$ cat src/dcfp_pkg.sv
// dcfp_pkg: shared types and constants for the delimited command frame parser
// holds the config register set, result item layout, result kinds and controller states
// no dependencies
package dcfp_pkg;

	// config register indexes
	localparam logic [1:0] REG_START_MARKER    = 2'd0;
	localparam logic [1:0] REG_END_MARKER      = 2'd1;
	localparam logic [1:0] REG_TEMPERATURE_TAG = 2'd2;
	localparam logic [1:0] REG_SWEEP_TAG       = 2'd3;

	// config reset values
	localparam logic [7:0] START_MARKER_RST    = 8'd2;
	localparam logic [7:0] END_MARKER_RST      = 8'd3;
	localparam logic [7:0] TEMPERATURE_TAG_RST = 8'd1;
	localparam logic [7:0] SWEEP_TAG_RST       = 8'd2;

	// sweep level value is the payload byte times four
	localparam int unsigned LEVEL_SHIFT = 2;

	typedef enum logic [1:0] {
		KIND_TEMP  = 2'd0,
		KIND_LEVEL = 2'd1,
		KIND_ERROR = 2'd2
	} kind_t;

	typedef enum logic [2:0] {
		ST_RUN,
		ST_ERR,
		ST_TAG,
		ST_TEMP,
		ST_SWEEP
	} state_t;

	typedef struct packed {
		logic [7:0] start_marker;
		logic [7:0] end_marker;
		logic [7:0] temperature_tag;
		logic [7:0] sweep_tag;
	} cfg_t;

	typedef struct packed {
		kind_t       kind;
		logic [7:0]  temperature;
		logic [7:0]  previous_temperature;
		logic [2:0]  level_index;
		logic [9:0]  level_value;
		logic        last;
	} result_t;

endpackage

$ cat src/dcfp_ram.sv
// dcfp_ram: generic single-clock ram with one write port and one registered read port
// read data updates only on a read enable and holds otherwise
// no dependencies
module dcfp_ram #(
	parameter int unsigned WIDTH = 8,
	parameter int unsigned DEPTH = 16
) (
	input  logic                     clk,
	input  logic                     we,
	input  logic [$clog2(DEPTH)-1:0] waddr,
	input  logic [WIDTH-1:0]         wdata,
	input  logic                     re,
	input  logic [$clog2(DEPTH)-1:0] raddr,
	output logic [WIDTH-1:0]         rdata
);

	logic [WIDTH-1:0] mem [DEPTH];

	// write port
	always_ff @(posedge clk) begin
		if (we) begin
			mem[waddr] <= wdata;
		end
	end

	// registered read port
	always_ff @(posedge clk) begin
		if (re) begin
			rdata <= mem[raddr];
		end
	end

endmodule

$ cat src/dcfp_outreg.sv
// dcfp_outreg: output register between the controller and the result channel
// takes a new result item whenever it is empty or its item is taken in the same cycle
// depends on dcfp_pkg
module dcfp_outreg (
	input  logic             clk,
	input  logic             arst_n,
	input  logic             push,
	input  dcfp_pkg::result_t push_data,
	output logic             free,
	output logic             out_valid,
	input  logic             out_ready,
	output dcfp_pkg::result_t out_data
);
	import dcfp_pkg::*;

	logic    valid_q;
	result_t data_q;

	assign free      = !valid_q || out_ready;
	assign out_valid = valid_q;
	assign out_data  = data_q;

	// valid flag
	always_ff @(posedge clk or negedge arst_n) begin
		if (!arst_n) begin
			valid_q <= 1'b0;
		end else if (free) begin
			valid_q <= push;
		end
	end

	// payload
	always_ff @(posedge clk) begin
		if (free && push) begin
			data_q <= push_data;
		end
	end

endmodule

$ cat src/dcfp_ctrl.sv
// dcfp_ctrl: frame hunting, payload collection into the store and frame dispatch sequencer
// writes payload bytes into the ram while collecting, reads them back to dispatch, one per cycle while out_free
// depends on dcfp_pkg
module dcfp_ctrl #(
	parameter int unsigned PAYLOAD_DEPTH = 16,
	parameter int unsigned LEVEL_COUNT   = 8
) (
	input  logic                             clk,
	input  logic                             arst_n,
	input  dcfp_pkg::cfg_t                   cfg,
	input  logic                             in_valid,
	output logic                             in_ready,
	input  logic [7:0]                       rx_byte,
	output logic                             ram_we,
	output logic [$clog2(PAYLOAD_DEPTH)-1:0] ram_waddr,
	output logic [7:0]                       ram_wdata,
	output logic                             ram_re,
	output logic [$clog2(PAYLOAD_DEPTH)-1:0] ram_raddr,
	input  logic [7:0]                       ram_rdata,
	input  logic                             out_free,
	output logic                             push,
	output dcfp_pkg::result_t                push_data
);
	import dcfp_pkg::*;

	localparam int unsigned AW = $clog2(PAYLOAD_DEPTH);
	localparam int unsigned CW = $clog2(PAYLOAD_DEPTH + 1);
	localparam int unsigned LW = $clog2(LEVEL_COUNT + 1);
	localparam bit          SWEEP_OK = (LEVEL_COUNT < PAYLOAD_DEPTH);
	localparam logic [CW-1:0] SWEEP_MIN =
		CW'(SWEEP_OK ? LEVEL_COUNT + 1 : PAYLOAD_DEPTH);
	localparam logic [CW-1:0] TEMP_MIN  = CW'(2);
	localparam logic [CW-1:0] FULL      = CW'(PAYLOAD_DEPTH);
	localparam logic [LW-1:0] LAST_LVL  = LW'(LEVEL_COUNT - 1);

	state_t        state_q, state_d;
	logic          in_frame_q, in_frame_d;
	logic [CW-1:0] count_q, count_d;
	logic [LW-1:0] lvl_q, lvl_d;
	logic [7:0]    cur_q, cur_d;
	logic [7:0]    prev_q, prev_d;
	logic [LW:0]   lvl_plus2;
	logic          lvl_last;

	assign lvl_plus2 = {1'b0, lvl_q} + (LW + 1)'(2);
	assign lvl_last  = (lvl_q == LAST_LVL);
	assign ram_wdata = rx_byte;
	assign ram_waddr = AW'(count_q);

	// state and counters
	always_ff @(posedge clk or negedge arst_n) begin
		if (!arst_n) begin
			state_q    <= ST_RUN;
			in_frame_q <= 1'b0;
			count_q    <= '0;
			lvl_q      <= '0;
			cur_q      <= '0;
			prev_q     <= '0;
		end else begin
			state_q    <= state_d;
			in_frame_q <= in_frame_d;
			count_q    <= count_d;
			lvl_q      <= lvl_d;
			cur_q      <= cur_d;
			prev_q     <= prev_d;
		end
	end

	// next state, ram access and result item
	// writes happen only while collecting and reads only on the end byte or while dispatching,
	// so the two never touch the ram in the same cycle
	always_comb begin
		state_d    = state_q;
		in_frame_d = in_frame_q;
		count_d    = count_q;
		lvl_d      = lvl_q;
		cur_d      = cur_q;
		prev_d     = prev_q;
		in_ready   = (state_q == ST_RUN);
		ram_we     = 1'b0;
		ram_re     = 1'b0;
		ram_raddr  = '0;
		push       = 1'b0;
		push_data  = '{kind: KIND_ERROR, temperature: cur_q, previous_temperature: prev_q,
			level_index: 3'd0, level_value: 10'd0, last: 1'b1};

		unique case (state_q)
			ST_RUN: begin
				if (in_valid) begin
					if (!in_frame_q) begin
						// hunting for the start byte
						if (rx_byte == cfg.start_marker) begin
							in_frame_d = 1'b1;
							count_d    = '0;
						end
					end else if (rx_byte == cfg.end_marker) begin
						// frame complete: fetch the tag byte, or flag an empty frame as an error
						in_frame_d = 1'b0;
						if (count_q == '0) begin
							state_d = ST_ERR;
						end else begin
							ram_re    = 1'b1;
							ram_raddr = '0;
							state_d   = ST_TAG;
						end
					end else if (count_q >= FULL) begin
						// overflow drops the byte and reports an error
						in_frame_d = 1'b0;
						state_d    = ST_ERR;
					end else begin
						ram_we  = 1'b1;
						count_d = count_q + CW'(1);
					end
				end
			end
			ST_ERR: begin
				if (out_free) begin
					push    = 1'b1;
					state_d = ST_RUN;
				end
			end
			ST_TAG: begin
				// tag byte is on the read port; temperature wins on equal tags
				if (ram_rdata == cfg.temperature_tag) begin
					if (count_q >= TEMP_MIN) begin
						ram_re    = 1'b1;
						ram_raddr = AW'(1);
						state_d   = ST_TEMP;
					end else begin
						state_d = ST_ERR;
					end
				end else if (ram_rdata == cfg.sweep_tag && SWEEP_OK && count_q >= SWEEP_MIN) begin
					ram_re    = 1'b1;
					ram_raddr = AW'(1);
					lvl_d     = '0;
					state_d   = ST_SWEEP;
				end else begin
					state_d = ST_ERR;
				end
			end
			ST_TEMP: begin
				if (out_free) begin
					push                           = 1'b1;
					push_data.kind                 = KIND_TEMP;
					push_data.temperature          = ram_rdata;
					push_data.previous_temperature = cur_q;
					prev_d                         = cur_q;
					cur_d                          = ram_rdata;
					state_d                        = ST_RUN;
				end
			end
			ST_SWEEP: begin
				// one level per cycle while out_free, the next byte is read as this one leaves
				if (out_free) begin
					push                  = 1'b1;
					push_data.kind        = KIND_LEVEL;
					push_data.level_index = 3'(lvl_q);
					push_data.level_value = 10'(ram_rdata) << LEVEL_SHIFT;
					push_data.last        = lvl_last;
					if (lvl_last) begin
						state_d = ST_RUN;
					end else begin
						lvl_d     = lvl_q + LW'(1);
						ram_re    = 1'b1;
						ram_raddr = AW'(lvl_plus2);
					end
				end
			end
			default: begin
				state_d = ST_RUN;
			end
		endcase
	end

endmodule

$ cat src/delimited_command_frame_parser.sv
// Delimited command frame parser: hunts for a start byte, collects payload bytes
// into a ram until the end byte, then dispatches the frame as temperature, sweep or error.
//
// Input channel: in_valid/in_ready with rx_byte, one item per cycle while collecting.
// Output channel: out_valid/out_ready with the result fields, held in an output register.
// Config port: cfg_wr_en/cfg_addr/cfg_wr_data; user writes only while idle, not enforced.
//
// A byte that opens, fills or is discarded causes no result. The end byte, or a byte
// that overflows the payload ram, stops intake for the dispatch, which walks the payload
// ram one entry per cycle, while the output register is free, through its registered read
// port: an empty, short or overflowed frame or bad tag is an error, a temperature frame reads
// the temperature byte, a sweep LEVEL_COUNT level bytes; each result is registered in the
// output register. When the receiver stalls, the output register holds its item and the
// dispatcher waits; byte intake continues while a finished result waits to be taken.
// Reset clears the frame state, temperatures and output valid and loads config defaults;
// the payload ram needs no clearing since every entry read was written in the same frame.
// depends on dcfp_pkg, dcfp_ram, dcfp_ctrl, dcfp_outreg
module delimited_command_frame_parser #(
	parameter int unsigned PAYLOAD_DEPTH = 16,
	parameter int unsigned LEVEL_COUNT   = 8
) (
	input  logic       clk,
	input  logic       arst_n,
	input  logic       cfg_wr_en,
	input  logic [1:0] cfg_addr,
	input  logic [7:0] cfg_wr_data,
	input  logic       in_valid,
	output logic       in_ready,
	input  logic [7:0] rx_byte,
	output logic       out_valid,
	input  logic       out_ready,
	output logic [1:0] result_kind,
	output logic [7:0] temperature,
	output logic [7:0] previous_temperature,
	output logic [2:0] level_index,
	output logic [9:0] level_value,
	output logic       last
);
	import dcfp_pkg::*;

	localparam int unsigned AW = $clog2(PAYLOAD_DEPTH);

	cfg_t          cfg_q;
	logic          ram_we, ram_re;
	logic [AW-1:0] ram_waddr, ram_raddr;
	logic [7:0]    ram_wdata, ram_rdata;
	logic          out_free, push;
	result_t       push_data, out_data;

	// config registers
	always_ff @(posedge clk or negedge arst_n) begin
		if (!arst_n) begin
			cfg_q <= '{start_marker: START_MARKER_RST, end_marker: END_MARKER_RST,
				temperature_tag: TEMPERATURE_TAG_RST, sweep_tag: SWEEP_TAG_RST};
		end else if (cfg_wr_en) begin
			unique case (cfg_addr)
				REG_START_MARKER:    cfg_q.start_marker    <= cfg_wr_data;
				REG_END_MARKER:      cfg_q.end_marker      <= cfg_wr_data;
				REG_TEMPERATURE_TAG: cfg_q.temperature_tag <= cfg_wr_data;
				REG_SWEEP_TAG:       cfg_q.sweep_tag       <= cfg_wr_data;
				default: begin
				end
			endcase
		end
	end

	// payload store
	dcfp_ram #(
		.WIDTH(8),
		.DEPTH(PAYLOAD_DEPTH)
	) u_ram (
		.clk   (clk),
		.we    (ram_we),
		.waddr (ram_waddr),
		.wdata (ram_wdata),
		.re    (ram_re),
		.raddr (ram_raddr),
		.rdata (ram_rdata)
	);

	// frame controller
	dcfp_ctrl #(
		.PAYLOAD_DEPTH(PAYLOAD_DEPTH),
		.LEVEL_COUNT  (LEVEL_COUNT)
	) u_ctrl (
		.clk       (clk),
		.arst_n    (arst_n),
		.cfg       (cfg_q),
		.in_valid  (in_valid),
		.in_ready  (in_ready),
		.rx_byte   (rx_byte),
		.ram_we    (ram_we),
		.ram_waddr (ram_waddr),
		.ram_wdata (ram_wdata),
		.ram_re    (ram_re),
		.ram_raddr (ram_raddr),
		.ram_rdata (ram_rdata),
		.out_free  (out_free),
		.push      (push),
		.push_data (push_data)
	);

	// result output register
	dcfp_outreg u_outreg (
		.clk       (clk),
		.arst_n    (arst_n),
		.push      (push),
		.push_data (push_data),
		.free      (out_free),
		.out_valid (out_valid),
		.out_ready (out_ready),
		.out_data  (out_data)
	);

	assign result_kind          = out_data.kind;
	assign temperature          = out_data.temperature;
	assign previous_temperature = out_data.previous_temperature;
	assign level_index          = out_data.level_index;
	assign level_value          = out_data.level_value;
	assign last                 = out_data.last;

endmodule

$ cat config.mk
export PLATFORM = sky130hd
export DESIGN_NAME = delimited_command_frame_parser
export DESIGN_NICKNAME = d
export VERILOG_FILES = /design/src/dcfp_pkg.sv /design/src/dcfp_ram.sv /design/src/dcfp_outreg.sv /design/src/dcfp_ctrl.sv /design/src/delimited_command_frame_parser.sv
export SDC_FILE = /design/constraint.sdc
export NUM_CORES = 1
export LEC_CHECK = 0
export BUFFER_PORTS_ARGS = -buffer_cell sky130_fd_sc_hd__buf_2
export CORE_MARGIN = 3
export CORE_UTILIZATION = 40
export DETAILED_ROUTE_END_ITERATION = 6
export PLACE_DENSITY_LB_ADDON = 0.05
export SYNTH_ARGS = -nofsm -noshare
export SYNTH_HDL_FRONTEND = slang
export SYNTH_HIERARCHICAL = 1
export SYNTH_SLANG_ARGS = --single-unit
$ cat constraint.sdc
create_clock -name clk -period 3.5 [get_ports clk]
set_clock_uncertainty 0.2 [all_clocks]
set_input_delay 0.35 -clock clk [delete_from_list [all_inputs] [get_ports clk]]
set_output_delay 0.35 -clock clk [all_outputs]
set_load 0.02 [all_outputs]
==> results of run 1 <==
kinds of logic after synthesis:
kind of cell	Yosys count	synth area share
other	1	0.000388
multiplexers	97	0.156
flip-flops	230	0.683
AND/OR/NAND/NOR	106	0.0645
adder cells (fa/ha/maj)	5	0.00647
XOR/XNOR	35	0.0317
AO/OA/AOI/OAI	44	0.0331
buffers and inverters	35	0.0245
power by group:
part	leakage [nW]	switching, mW	internal, mW	total (mW)
logic	1.57	0.862	0.647	1.51
registers	2.30	0.185	3.23	3.42
clock network	0.397	1.04	1.58	2.62
total	4.27	2.09	5.46	7.55
Yosys cell counts, types with 2 or more instances:
master and count:
edfxtp_1 168, mux2_2 64, dfrtp_1 57, nor2_1 28, mux4_2 18, xnor2_1 18, xor2_1 17, a22oi_1 16
nand2_1 16, buf_4 15, mux4_1 14, and2_1 13, nand3_1 8, inv_1 6, nor3_1 6, a21oi_1 5
buf_2 5, dfstp_2 5, ha_1 5, nand4_1 5, nand2b_1 4, o21a_1 4, a21o_1 3, a22o_1 3
a31oi_1 3, buf_6 3, clkdlybuf4s25_2 3, nand3b_1 3, nor4_1 3, a31o_2 2, and4_1 2, clkbuf_1 2
nand3b_2 2
state kept, by name, indices dropped and copies added (netlist names):
signal / cells
cfg_q: 32
u_ram/mem: 128
u_ctrl/count_q: 5
u_ram/rdata: 8
u_ctrl/cur_q: 8
u_ctrl/state_q: 3
u_ctrl/lvl_q: 4
u_outreg/out_valid: 1
u_outreg/out_data: 32
u_ctrl/in_frame_q: 1
u_ctrl/prev_q: 8
metal layers:
metal	global-route usage	part of all wire
met1	0.234	0.46
met3	0.0239	0.034
met5	0	0
met4	0.0340	0.015
met2	0.286	0.49
per-stage QoR:
stage               cells  area [µm²]   util
finish               1003       11500  0.485
detailed placement    945       10500  0.445
CTS                  1002       11400  0.484
global placement      945       10500  0.445
floorplan             554        9670      -
global route         1002       11500  0.485
final timing paths:
| kind | from | endpoint | slack, ps |
|---|---|---|---|
| setup / recovery | u_ram/rdata[5] | u_ram/rdata[0] | 180 |
| hold / removal | rx_byte[4] | u_ram/mem[0][4] | 90 |
| setup reg to reg | u_ram/rdata[5] | u_ram/rdata[0] | 180 |
| hold reg to reg | u_ctrl/prev_q[3] | u_ctrl/prev_q[3] | 300 |
| max in group asynchronous | arst_n | u_ctrl/cur_q[1] | 1860 |
| min in group asynchronous | arst_n | cfg_q[23] | 390 |
final cells by class:
| type | count | area [µm²] |
|---|---|---|
| Fill cell | 2047 | 12200 |
| Sequential cell | 230 | 6600 |
| Multi-Input combinational cell | 289 | 2850 |
| Timing Repair Buffer | 111 | 746 |
| Clock buffer | 34 | 679 |
| Tap cell | 319 | 399 |
| Clock inverter | 12 | 145 |
| Inverter | 7 | 27.5 |
| Antenna cell | 1 | 2.50 |
what timing repair did:
item | CTS | global route
resized for setup | 0 | 3
setup endpoints to repair | 0 | 7
hold buffers | 11 | 0
setup buffers | 0 | 0
endpoints found under the hold margin | 75 | 0
==> results.sh, run 1 <==
export IMPL_outcome="complete, no violations"
export IMPL_area_growth_pct=18.5
export IMPL_drt_wl_total_um=21500
export IMPL_synth_seq_cells=230
export IMPL_placementRows=56
export IMPL_drt_pass1_iter_count=5
export IMPL_synth_distinct_cells=60
export IMPL_fin_crit_ps=3320
export IMPL_cap_violations=0
export IMPL_path_clk_slew_ps=60
export IMPL_startpoint_type="flip-flop"
export IMPL_io_buffers=56
export IMPL_leakage_nw=4.27
export IMPL_ff2ff_path_depth=9
export IMPL_synth_top_cell_by_area="edfxtp_1"
export IMPL_synthArstFlopShare=0.270
export IMPL_clock_latency_ps=520
export IMPL_synth_edff_count=168
export IMPL_hold_viol=0
export IMPL_worst_hold_slack_ps=89.8
export IMPL_ctsLongestPathBuffers=3
export IMPL_initial_core_util=0.409
export IMPL_path_cells="xor2_1 -> nor4_2 -> nand4_1 -> a21o_1 -> nand3_2 -> buf_12 -> mux4_1 -> a22oi_1 -> nand2_1"
export IMPL_synth_top_cell_area_share=0.522
export IMPL_cp_slowest_cell="mux4_1"
export IMPL_die_h_um=161
export IMPL_netlist_top_cells_area="edfxtp_1 (52%), dfrtp_1 (15%), mux2_2 (7.5%)"
export IMPL_cts_sinks=230
export IMPL_synth_area_um2=9660
export IMPL_layout_drive_gt1_share=0.360
export IMPL_power_density_nw_per_um2=659
export IMPL_via_per_inst=5.15
export IMPL_drc=0
export IMPL_antenna_found_initial=0
export IMPL_cts_tree="done"
export IMPL_coreArea_um2=23600
export IMPL_numCtsBuffers=25
export IMPL_grt_pass1_vias=5439
export IMPL_fmax_mhz=301
export IMPL_route_vias_total=5161
export IMPL_die_width_um=161
export IMPL_min_path_type="in2reg"
export IMPL_wl_per_cell_um=21.4
export IMPL_crit_path_max_incr_delay_ps=560
export IMPL_grt_setup_unrepaired="no"
export IMPL_cp_max_fo=15
export IMPL_whs_path_depth=1
export IMPL_setup_tns_ps=0
export IMPL_synth_cells=553
export IMPL_grt_max_degree=48
export IMPL_path_buf_inv=1
export IMPL_postRouteAntennaNets=0
export IMPL_cp_depth=9
export IMPL_final_common_cell="edfxtp_1"
export IMPL_gp_congestion=0.801
export IMPL_final_cell_mix="edfxtp_1 (168), mux2_2 (64), dfrtp_1 (57)"
export IMPL_hpwl_um=14300
export IMPL_drtIter0Drc=295
export IMPL_period_share=0.950
export IMPL_seq_area_frac_synth=0.683
export IMPL_worstMarginPinSlew_ps=1100
export IMPL_synth_ff_type="edfxtp_1"
export IMPL_setup_violations_final=0
export IMPL_synth_area_per_cell_um2=17.5
export IMPL_grt_remaining_overflow=0
export IMPL_p_total_mw=7.55
export IMPL_critPathCaptureType="flip-flop"
export IMPL_peakVddDrop_v=0.000315
export IMPL_ys_warn_count=6
export IMPL_cts_root_buf="clkbuf_16"
export IMPL_io_pins=57
export IMPL_slew_headroom=0.268
export IMPL_htree_levels=1
export IMPL_pre_cts_ws_ps=107
export IMPL_critPathKind="reg2reg"
export IMPL_required_ps=3560
export IMPL_fin_ws_ps=175
export IMPL_nets=692
export IMPL_critical_path_top_delay_family="simple AND/OR/NAND/NOR gates"
export IMPL_grt_pass1_wl_um=33500
export IMPL_track_usage=0.169
export IMPL_arrival_ps=3380
export IMPL_die_area_um2=26100
export IMPL_slew_viol_final=0
Power figures use the tool's default switching activity.
==> run 2, diff against run 1 <==
ABC_AREA = 1   (was not set)
==> results.sh, run 2 <==
export IMPL_synth_most_common_cell="nand2_1"
export IMPL_critical_path_top_delay_family="simple AND/OR/NAND/NOR gates"
export IMPL_die_width_um=169
export IMPL_fin_crit_ps=3110
export IMPL_path_common_cell="nand2_1"
export IMPL_reg2reg_from="u_ram/rdata[5]"
export IMPL_die_h_um=169
export IMPL_synthAdderAreaFrac=0.00586
export IMPL_grt_pass1_wl_um=40600
export IMPL_cts_tree="done"
export IMPL_drt_wl_total_um=25800
export IMPL_ctsLongestPathBuffers=3
export IMPL_slew_viol_final=0
export IMPL_setup_violations_final=0
export IMPL_ys_warn_count=6
export IMPL_synth_top_cell_area_share=0.472
export IMPL_hold_viol=0
export IMPL_power_share_clock=0.414
export IMPL_min_path_type="in2reg"
export IMPL_path_clk_slew_ps=60
export IMPL_path_cells="inv_1 -> nand2_1 -> nand2_1 -> nand2_1 -> nor2_1 -> nand2_1 -> nand4_1 -> and2_1 -> o21ai_4 -> inv_2 -> buf_6 -> nand2_1 -> nand3_1 -> nand3_1 -> nand3_1 -> nand2_1"
export IMPL_synth_top_family_by_area="simple AND/OR/NAND/NOR gates"
export IMPL_synth_area_um2=10700
export IMPL_postRouteAntennaNets=0
export IMPL_via_per_inst=4.82
export IMPL_coreArea_um2=26100
export IMPL_period_share=0.888
export IMPL_drtIter0Drc=558
export IMPL_clock_latency_ps=530
export IMPL_peakVddDrop_v=0.000317
export IMPL_grt_max_degree=65
export IMPL_area_growth_pct=14.3
export IMPL_grt_remaining_overflow=0
export IMPL_holdCritStartpoint="cfg_addr[1]"
export IMPL_arrival_ps=3180
export IMPL_placementRows=59
export IMPL_fin_cells=1492
export IMPL_synthMuxAreaShare=0.0221
export IMPL_leakage_nw=5.49
export IMPL_critPathCaptureType="flip-flop"
export IMPL_cp_startpoint="u_ram/rdata[5]"
export IMPL_synth_commonest_cells="nand2_1 (337), edfxtp_1 (168), inv_1 (137)"
export IMPL_largest_reg_flops=128
export IMPL_synthArstFlopShare=0.270
export IMPL_p_int_mw=4.85
export IMPL_outcome="complete, no violations"
export IMPL_fmax_mhz=322
export IMPL_route_vias_total=7195
export IMPL_synth_xor_area_frac=0.0156
export IMPL_synth_compound_area_frac=0.0165
export IMPL_startpoint_type="flip-flop"
export IMPL_cap_violations=0
export IMPL_antenna_found_initial=0
export IMPL_path_buf_inv=3
export IMPL_seq_area_frac_synth=0.618
export IMPL_wl_per_cell_um=17.3
export IMPL_htree_levels=1
export IMPL_io_pins=57
export IMPL_die_area_um2=28700
export IMPL_cts_sinks=230
export IMPL_grt_pass1_vias=6918
export IMPL_cts_root_buf="clkbuf_16"
export IMPL_synth_seq_cells=230
export IMPL_crit_path_max_incr_delay_ps=470
export IMPL_synth_top_cell_by_area="edfxtp_1"
export IMPL_post_cts_setup_buffers=0
export IMPL_worstMarginPinSlew_ps=853
export IMPL_track_usage=0.181
export IMPL_netlist_top_cells_area="edfxtp_1 (47%), dfrtp_1 (13%), nand2_1 (12%)"
export IMPL_io_buffers=56
export IMPL_netSwitchingFraction=0.237
export IMPL_synth_distinct_cells=38
export IMPL_final_common_cell="nand2_1"
export IMPL_nets=1167
export IMPL_critPathKind="reg2reg"
export IMPL_synth_area_per_cell_um2=10.1
export IMPL_gp_congestion=0.796
export IMPL_seqPwrFrac=0.498
export IMPL_synth_ff_type="edfxtp_1"
export IMPL_drt_pass1_iter_count=5
export IMPL_synth_cells=1061
export IMPL_top_register="u_ram/mem"
export IMPL_worst_hold_slack_ps=82.2
export IMPL_synth_edff_count=168
export IMPL_cp_slowest_cell="edfxtp_1"
export IMPL_diodes=0
export IMPL_place_inst=1436
export IMPL_slew_headroom=0.431
export IMPL_synth_simple_area_share=0.230
export IMPL_layout_drive_gt1_share=0.150
export IMPL_required_ps=3570
export IMPL_numCtsBuffers=26
export IMPL_grt_setup_unrepaired="no"
export IMPL_power_switching_mw=1.51
export IMPL_final_cell_mix="nand2_1 (337), edfxtp_1 (168), inv_1 (137)"
export IMPL_comb_power_share=0.088
export IMPL_power_density_nw_per_um2=520
export IMPL_hpwl_um=16800
export IMPL_setup_tns_ps=0
export IMPL_drc=0
export IMPL_cp_max_fo=21
export IMPL_initial_core_util=0.409
run 2: final timing paths:
path	end	slack (ps)	depth (start not counted)
worst max register to register	u_ram/rdata[1]	390	16
min in group asynchronous	u_ctrl/prev_q[7]	350	3
worst min register to register	cfg_q[16]	280	2
worst min-delay path	cfg_q[1]	80	3
worst max-delay path	u_ram/rdata[1]	390	16
max in group asynchronous	cfg_q[19]	2170	3
run 2: cell type report:
cell class / instances / area, µm²
tap: 335 / 419
multi-input combinational: 635 / 3140
inverter: 147 / 579
fill: 2596 / 13900
clock buffer: 37 / 733
timing repair buffer: 99 / 657
sequential: 230 / 6600
clock inverter: 9 / 88.8
run 2: per-layer routing:
metal	track usage	routed length, µm
met1	0.272	12700
met2	0.279	11500
met3	0.0259	1060
met4	0.0434	508
met5	0	0
run 2: logic make-up after synthesis:
| logic type | count (synthesis) |
|---|---|
| compound gates | 34 |
| simple gates | 559 |
| xor+xnor | 19 |
| fa+ha+maj | 5 |
| flops | 230 |
| mux | 16 |
| buf+inv | 197 |
| other cells | 1 |
run 2: timing repair:
action,CTS,global route
resized for setup,0,1
hold endpoints to repair,90,0
setup endpoints to repair,0,1
hold buffers,10,0
run 2: worst register-to-register path, delay by kind of cell, from the launching register on:
kind / cells / cell delay (ps)
flops: 1 / 470
compound gates: 1 / 90
buf+inv: 3 / 680
simple gates: 12 / 1430
run 2: stage by stage:
stage           util  instance area [µm²]  setup slack [ps]  power [mW]
2_1_floorplan      -                10700               284        3.59
3_3_place_gp   0.432                11300               377        3.77
3_5_place_dp   0.432                11300               315        3.78
4_1_cts        0.467                12200               287        6.44
5_1_grt        0.467                12200              60.6        6.63
6_report       0.467                12200               390        6.36
run 2: power groups by stage:
stage | clock network, mW | registers (mW) | logic, mW
after floorplan | 0 | 3.22 | 0.361
after global placement | 0 | 3.22 | 0.555
after detailed placement | 0 | 3.22 | 0.556
after CTS | 2.71 | 3.17 | 0.567
after global routing | 2.81 | 3.18 | 0.639
final | 2.63 | 3.17 | 0.560
==> run 3, diff against run 2 <==
CORE_UTILIZATION = 55   (was 40)
==> results.sh, run 3 (synthesis gave the netlist of run 2 again) <==
export IMPL_outcome="complete, no violations"
export IMPL_power_density_nw_per_um2=522
export IMPL_numCtsBuffers=25
export IMPL_postRouteAntennaNets=0
export IMPL_critPathKind="reg2reg"
export IMPL_cts_tree="done"
export IMPL_grt_max_degree=44
export IMPL_clock_latency_ps=520
export IMPL_io_buffers=56
export IMPL_drt_wl_total_um=23400
export IMPL_grt_pass1_vias=7041
export IMPL_diodes=0
export IMPL_final_cell_mix="nand2_1 (337), edfxtp_1 (168), inv_1 (137)"
export IMPL_gp_congestion=0.862
export IMPL_leakage_nw=5.47
export IMPL_multiInputGateArea_um2=3140
export IMPL_ctsResizeCount=0
export IMPL_critPathCaptureType="flip-flop"
export IMPL_required_ps=3530
export IMPL_route_vias_total=7195
export IMPL_top_register="u_ram/mem"
export IMPL_io_pins=57
export IMPL_slew_headroom=0.523
export IMPL_startpoint_type="flip-flop"
export IMPL_final_common_cell="nand2_1"
export IMPL_post_cts_setup_buffers=0
export IMPL_drc=0
export IMPL_slew_viol_final=0
export IMPL_setup_tns_ps=0
export IMPL_grt_remaining_overflow=0
export IMPL_grt_pass1_wl_um=38000
export IMPL_wl_per_cell_um=16.6
export IMPL_htree_levels=1
export IMPL_period_share=0.882
export IMPL_drt_pass1_iter_count=5
export IMPL_fin_crit_ps=3090
export IMPL_die_h_um=145
export IMPL_cap_violations=0
export IMPL_area_growth_pct=13.1
export IMPL_place_inst=1359
export IMPL_cts_sinks=230
export IMPL_final_util=0.640
export IMPL_fin_ws_ps=413
export IMPL_track_usage=0.224
export IMPL_min_path_type="in2reg"
export IMPL_worstMarginPinSlew_ps=716
export IMPL_cp_max_fo=36
export IMPL_arrival_ps=3120
export IMPL_die_area_um2=21100
export IMPL_via_per_inst=5.09
export IMPL_p_total_mw=6.31
export IMPL_largest_reg_flops=128
export IMPL_path_clk_slew_ps=60
export IMPL_coreArea_um2=18900
export IMPL_grt_setup_unrepaired="no"
export IMPL_register_area_um2=6600
export IMPL_dpl_cell_area_um2=11200
export IMPL_stdcell_area_um2=12100
export IMPL_die_width_um=145
export IMPL_worst_hold_slack_ps=82.3
export IMPL_fin_cells=1414
export IMPL_fmax_mhz=324
export IMPL_pre_cts_ws_ps=492
export IMPL_layout_drive_gt1_share=0.153
export IMPL_placementRows=50
export IMPL_initial_core_util=0.565
export IMPL_hold_viol=0
export IMPL_setup_violations_final=0
export IMPL_cts_root_buf="clkbuf_16"
export IMPL_hpwl_um=15500
export IMPL_fillCellCount=1610
export IMPL_nets=1164
export IMPL_cts_hold_buf=10
export IMPL_ctsLongestPathBuffers=3
export IMPL_peakVddDrop_v=0.000373
export IMPL_antenna_found_initial=0
export IMPL_drtIter0Drc=565
run 3: area by class of cell:
type                    count  share of cell area
inverters                 147              0.0479
clock inverters            16              0.0135
clock buffers              29              0.0538
flip-flops and latches    230               0.546
well taps                 260              0.0269
repair buffers             97              0.0518
multi-input cells         635               0.260
run 3: power by group:
group	internal [mW]	switching, mW	leakage [nW]
logic	0.183	0.364	2.75
clock network	1.55	1.05	0.396
registers	3.07	0.0948	2.33
total	4.80	1.51	5.47
run 3: final timing paths:
kind,start,endpoint,slack (ps),depth (start not counted)
hold / removal,cfg_addr[1],cfg_q[1],80,3
max in group asynchronous,arst_n,cfg_q[16],2050,3
setup / recovery,u_ctrl/count_q[1],u_ram/rdata[5],410,14
min in group asynchronous,arst_n,u_ctrl/prev_q[3],120,2
setup reg to reg,u_ctrl/count_q[1],u_ram/rdata[5],410,14
hold reg to reg,cfg_q[16],cfg_q[16],270,2
run 3: worst max-delay path, cell delays in order, from the launching register on:
cell,delay (ps)
dfrtp_1,460
inv_1,150
ha_1,160
nand3b_1,100
nor2_1,60
nor3_2,160
nand4_1,170
and2_1,210
o21ai_4,90
buf_4,410
nand2_1,100
nand3_1,90
nand3_1,100
nand3_1,150
nand2_1,150
run 3: routing by layer:
| layer | vias to the layer above | part of all wire | global-route usage |
|---|---|---|---|
| li1 | 3589 | - | - |
| met1 | 3393 | 0.46 | 0.333 |
| met2 | 178 | 0.46 | 0.356 |
| met3 | 35 | 0.058 | 0.0311 |
| met4 | 0 | 0.017 | 0.0508 |
| met5 | - | 0 | 0 |
